`config.mk`:
```
export PLATFORM = sky130hd
export DESIGN_NAME = coo_spmv_ctrl
export DESIGN_NICKNAME = d
export VERILOG_FILES = /design/src/design/coo_spmv_pkg.sv /design/src/design/coo_spmv_ctrl.sv
export SDC_FILE = /design/constraint.sdc
export NUM_CORES = 1
export LEC_CHECK = 0
export ABC_AREA = 1
export BUFFER_PORTS_ARGS = -buffer_cell sky130_fd_sc_hd__buf_4
export CAP_MARGIN = 20
export CELL_PAD_IN_SITES_DETAIL_PLACEMENT = 1
export CELL_PAD_IN_SITES_GLOBAL_PLACEMENT = 2
export CORE_MARGIN = 3
export CORE_UTILIZATION = 27
export CTS_BUF_LIST = sky130_fd_sc_hd__clkbuf_8
export DETAILED_ROUTE_END_ITERATION = 6
export PLACE_DENSITY_LB_ADDON = 0.15
export SETUP_SLACK_MARGIN = 0.2
export SLEW_MARGIN = 0
export SYNTH_ARGS = -nofsm -noshare
export SYNTH_HDL_FRONTEND = slang
export SYNTH_SLANG_ARGS = --single-unit
```
`constraint.sdc`:
```
create_clock -name clock -period 1.37 [get_ports clock]
set_clock_uncertainty 0.05 [all_clocks]
set_input_delay 0.0685 -clock clock [delete_from_list [all_inputs] [get_ports clock]]
set_output_delay 0.0685 -clock clock [all_outputs]
set_load 0.02 [all_outputs]
```
`src/design/coo_spmv_pkg.sv`:
```
// ----------------------------------------------------------------------------
// COO sparse matrix-vector multiply package
// Shared sizes, operation codes, register indexes and the command and status
// bundles between the controller and the datapath.
// ----------------------------------------------------------------------------
package coo_spmv_pkg;

   localparam int VEC_DEPTH = 1024;
   localparam int ADDR_W    = $clog2(VEC_DEPTH);
   localparam int IDX_W     = 10;
   localparam int DATA_W    = 32;
   localparam int ACC_W     = 64;
   localparam int SIZE_W    = 11;
   localparam int CSR_IDX_W = 2;

   localparam logic [CSR_IDX_W-1:0] CSR_TRANSPOSE = 2'd0;
   localparam logic [CSR_IDX_W-1:0] CSR_ROWS      = 2'd1;
   localparam logic [CSR_IDX_W-1:0] CSR_COLS      = 2'd2;

   localparam logic [SIZE_W-1:0] SIZE_RESET = SIZE_W'(1024);

   typedef enum logic [1:0] {
      OP_LOAD_X  = 2'd0,
      OP_ACCUM   = 2'd1,
      OP_READ_Y  = 2'd2,
      OP_CLEAR_Y = 2'd3
   } op_type;

   typedef struct packed {
      logic capture;
      logic x_write;
      logic acc_read;
      logic y_read;
      logic mult;
      logic accum;
      logic res_read;
      logic res_err;
      logic res_ok;
      logic sweep;
      logic rsp_load;
   } ctrl_cmd_type;

   typedef struct packed {
      op_type op;
      logic   in_range;
      logic   sweep_last;
      logic   rsp_free;
   } dp_status_type;

endpackage

```
`src/design/coo_spmv_ctrl.sv`:
```
// ----------------------------------------------------------------------------
// COO sparse matrix-vector multiply controller
// Sequences one transaction at a time through decode, memory access,
// multiply, accumulate and response, plus the valid-bit clearing sweeps.
// ----------------------------------------------------------------------------
module coo_spmv_ctrl (
   input  logic                        clock,
   input  logic                        reset,
   input  logic                        req_valid,
   output logic                        req_ready,
   input  coo_spmv_pkg::dp_status_type status,
   output coo_spmv_pkg::ctrl_cmd_type  cmd
);
   import coo_spmv_pkg::*;

   typedef enum logic [7:0] {
      S_INIT    = 8'b0000_0001,
      S_IDLE    = 8'b0000_0010,
      S_DECODE  = 8'b0000_0100,
      S_MULT    = 8'b0000_1000,
      S_ACCUM   = 8'b0001_0000,
      S_READ    = 8'b0010_0000,
      S_CLEAR   = 8'b0100_0000,
      S_RESPOND = 8'b1000_0000
   } state_type;

   state_type state_ff;
   state_type state_in;

   assign req_ready = (state_ff == S_IDLE);

   always_comb begin
      state_in = state_ff;
      cmd      = '0;
      unique case (state_ff)
         S_INIT: begin
            // Valid bits are swept clear after reset before any transaction.
            cmd.sweep = 1'b1;
            if (status.sweep_last) begin
               state_in = S_IDLE;
            end
         end
         S_IDLE: begin
            if (req_valid) begin
               cmd.capture = 1'b1;
               state_in    = S_DECODE;
            end
         end
         S_DECODE: begin
            if (!status.in_range) begin
               cmd.res_err = 1'b1;
               state_in    = S_RESPOND;
            end else begin
               unique case (status.op)
                  OP_LOAD_X: begin
                     cmd.x_write = 1'b1;
                     cmd.res_ok  = 1'b1;
                     state_in    = S_RESPOND;
                  end
                  OP_ACCUM: begin
                     cmd.acc_read = 1'b1;
                     state_in     = S_MULT;
                  end
                  OP_READ_Y: begin
                     cmd.y_read = 1'b1;
                     state_in   = S_READ;
                  end
                  OP_CLEAR_Y: begin
                     cmd.res_ok = 1'b1;
                     state_in   = S_CLEAR;
                  end
                  default: begin
                     cmd.res_err = 1'b1;
                     state_in    = S_RESPOND;
                  end
               endcase
            end
         end
         S_MULT: begin
            cmd.mult = 1'b1;
            state_in = S_ACCUM;
         end
         S_ACCUM: begin
            cmd.accum  = 1'b1;
            cmd.res_ok = 1'b1;
            state_in   = S_RESPOND;
         end
         S_READ: begin
            cmd.res_read = 1'b1;
            state_in     = S_RESPOND;
         end
         S_CLEAR: begin
            cmd.sweep = 1'b1;
            if (status.sweep_last) begin
               state_in = S_RESPOND;
            end
         end
         S_RESPOND: begin
            if (status.rsp_free) begin
               cmd.rsp_load = 1'b1;
               state_in     = S_IDLE;
            end
         end
         default: begin
            state_in = S_IDLE;
         end
      endcase
   end

   always_ff @(posedge clock) begin
      if (reset) begin
         state_ff <= S_INIT;
      end else begin
         state_ff <= state_in;
      end
   end

endmodule

```
==> metrics.md <==
| Metric | Value |
|---|---|
| Status | `finished with violations` |
| Failing checks | `negative setup slack` |
| Hold Path Class | `in -> reg` |
| Share of layout cells above drive strength 1 | `0.6375` |
| CTS root buffer | `clkbuf_8` |
| Area grow syn2layout | `85.29%` |
| Max Fclk | `between 600 and 700 MHz` |
| Clock buffer depth | `2` |
| Number of CTS-inserted buffers | `3` |
| Die width | `between 50 and 60 um` |
| Worst hold path startpoint | `status[1]` |
| Regs by FF count | `state_ff (8)` |
| Max Cap Viol | `0` |
| Final count of negative-setup-slack endpoints | `15` |
| Placed Instances | `169` |
| #FFs+latches synth | `8` |
| Worst r2r src | `state_ff[6]` |
| Period Utilization, post-route | `1.081` |
| Crit path launch type | `flop` |
| Post-Synthesis Cell Area | `~720 um^2` |
| Detail Route Antenna Nets | `0` |
| Crit path largest cell delay | `370 ps` |
| 1st-iter DRT viols | `20` |
| # rows | `18` |
| Crit path from | `state_ff[6]` |
| TritonRoute pass-1 iters | `4` |
| Ys async rst share | `0` |
| Initial antenna violation count | `0` |
| Top area cells in the synthesized netlist | `dfxtp_1 22%, nand2_1 15%, nor2_1 12%` |
| Net Sw Frac | `0.3311` |
| Nets | `175` |
| Synth Flop Type | `dfxtp_1` |
| Switch Pwr | `roughly 0.3 mW` |
| Port Buf Inserts | `19` |
| Crit path required time | `1490 ps` |
| Die area | `between 0.003 and 0.004 mm^2` |
| Clock share of power | `0.298` |
| Tot GR Track Use | `0.1565` |
| CP bufs+invs | `5` |
| Dpl ws | `around 35 ps` |
| Peak supply drop | `0.4896 mV` |
| Largest Register | `state_ff` |
| Synth cell types | `20` |
| Synth warnings | `0` |
| Ports | `20` |
| Comb pwr share | `0.415` |
| Slowest CP cell | `dfxtp_4` |
| Largest net degree at the start of global routing | `8` |
| RSZ-0062 raised after global routing | `true` |
| Final hold vios | `0` |
| Leakage | `0.6513 nW` |
| RePlAce Congestion | `approximately 0.74` |
| Worst Tran Pin Value | `roughly 210 ps` |
| Count leader, synth | `nand2_1` |
| Post-Route Setup TNS | `-1095 ps` |
| Finished Layout Cells | `190` |
| Core Area | `roughly 0.0025 mm^2` |
| Via count | `~850` |
| Top cells by count, synth | `28 x nand2_1, 23 x nor2_1, 22 x inv_1, 8 x dfxtp_1, 6 x nand3_1` |
| Global-route wire length before repair | `approximately 4000 um` |
| Critical path cell sequence | `nor2_4, nand2_4, clkinv_4, buf_6, buf_6, nand3_4, nand2_4, nor2_4, buf_4, nand3_2, inv_1` |
| TritonCTS clock tree | `yes` |
| Share of Yosys cell area claimed by the top area cell type | `0.2215` |
| Power density cells | `between 600 and 700 mW/mm^2` |
| Slew HR | `0.8614` |
| Int Pwr | `between 0.6 and 0.7 mW` |
| Mean Syn Cell Area | `6.129 um^2` |
| WS Path Type | `reg -> reg` |
| Flop pwr share | `0.287` |
| Slew Viols, Final | `0` |
| Inserted Diodes | `0` |
| Crit end category | `flop` |
| Post-synth EDFFs | `0` |
| Initial Util | `0.2867` |
| Fill cells | `322` |
| CP top delay family | `simple AND/OR/NAND/NOR gates` |
| Die span in y | `57.76 um` |
| Flop2flop setup slack | `-110 ps` |
| Fin worst setup slack | `-111.0 ps` |
| H-tree depth | `1` |
| WL/cell | `between 10 and 15 um` |
| Clock-pin slew on the worst setup and hold paths | `approximately 40 ps` |
| Mapped Nets | `~130` |
| Post-route DRC | `0` |
| Worst hold margin | `150.8 ps` |
| Synthesized instance count | `118` |
| Sequential element share of the synthesized area | `0.2215` |
| Crit path DAT | `approximately 1600 ps` |
| Crit path max fanout | `7` |
| Vias per cell | `between 4 and 5` |
| Total grt overflow | `0` |
| HPWL after DPL | `1726 um` |
| Max reg flops | `8` |
| Minimum clock period | `approximately 1500 ps` |
| Via count of the first global-routing pass | `896` |
| Final wirelength | `around 2400 um` |
| Clk_lat worst skew | `220 ps` |
| Cell taking the most area after synthesis | `dfxtp_1` |
| # clock sinks | `8` |
==> timing repair <==
action / CTS / global route
endpoints found under the setup margin: 17 / 19
hold buffers: 1 / 0
pin swaps: 17 / 10
hold endpoints to repair: 2 / 0
buffers inserted: 11 / 6
gates resized for setup: 40 / 24
==> worst paths after layout <==
kind                  to  depth (start not counted)
max          state_ff[3]                         11
max reg2reg  state_ff[3]                         11
min          state_ff[0]                          4
min reg2reg  state_ff[1]                          2
==> tightest hold or removal path, cell delays in order <==
cell and delay, ps:
buf_4 80, inv_1 70, nand3_4 110, nand2_1 50
==> power groups by stage <==
stage	combinational, mW	sequential (mW)	clock, mW
3_5_place_dp	0.238	0.266	0
2_1_floorplan	0.163	0.263	0
6_report	0.376	0.260	0.271
5_1_grt	0.410	0.262	0.294
4_1_cts	0.310	0.262	0.280
3_3_place_gp	0.235	0.266	0
==> logic make-up (layout without fill, tap and decap cells) <==
kind of cell,count (synthesis),after routing,synth area share
DFF,8,8,0.2214
AOI/OAI and AO/OA,3,3,0.02076
buffers and inverters,27,69,0.1488
and+or+nand+nor,75,75,0.5225
adders and majority gates,5,5,0.08651
==> metal layers <==
metal	track usage	vias up	share of wire
li1	-	432	-
met1	0.1867	396	0.41
met2	0.2839	19	0.53
met3	0.03118	4	0.047
met4	0.03974	0	0.0080
met5	0	-	0
==> cells in the final DEF, fill, tap and decap left out, drive strengths merged <==
cell type | Yosys | layout
buf | 1 | 39
nand3 | 9 | 9
nor4 | 1 | 1
clkbuf | 0 | 3
a21oi | 1 | 1
nor2 | 30 | 30
o21ai | 2 | 2
inv | 26 | 25
dlygate4sd3 | 0 | 1
clkinv | 0 | 1
dfxtp | 8 | 8
nand2 | 32 | 32
ha | 5 | 5
or2 | 1 | 1
nor3 | 2 | 2
==> layout make-up <==
class                      count  area, um^2  share of cell area
clock buffer                   3       41.29             0.03081
sequential                     8       181.4              0.1354
timing repair buffer          40       366.6              0.2736
inverter                      26       105.1             0.07843
multi-input combinational     83       608.1              0.4538
tap                           30       37.54             0.02801
==> through the flow <==
step | util | instance area [um^2] | power (mW)
finish | 0.5313 | 1340 | 0.9067
floorplan | - | 767.0 | 0.4265
global placement | 0.3814 | 962.2 | 0.5004
CTS | 0.4836 | 1220 | 0.8519
global route | 0.5313 | 1340 | 0.9664
detailed placement | 0.3814 | 962.2 | 0.5041
Note: power is estimated with default switching activity, not from simulation.
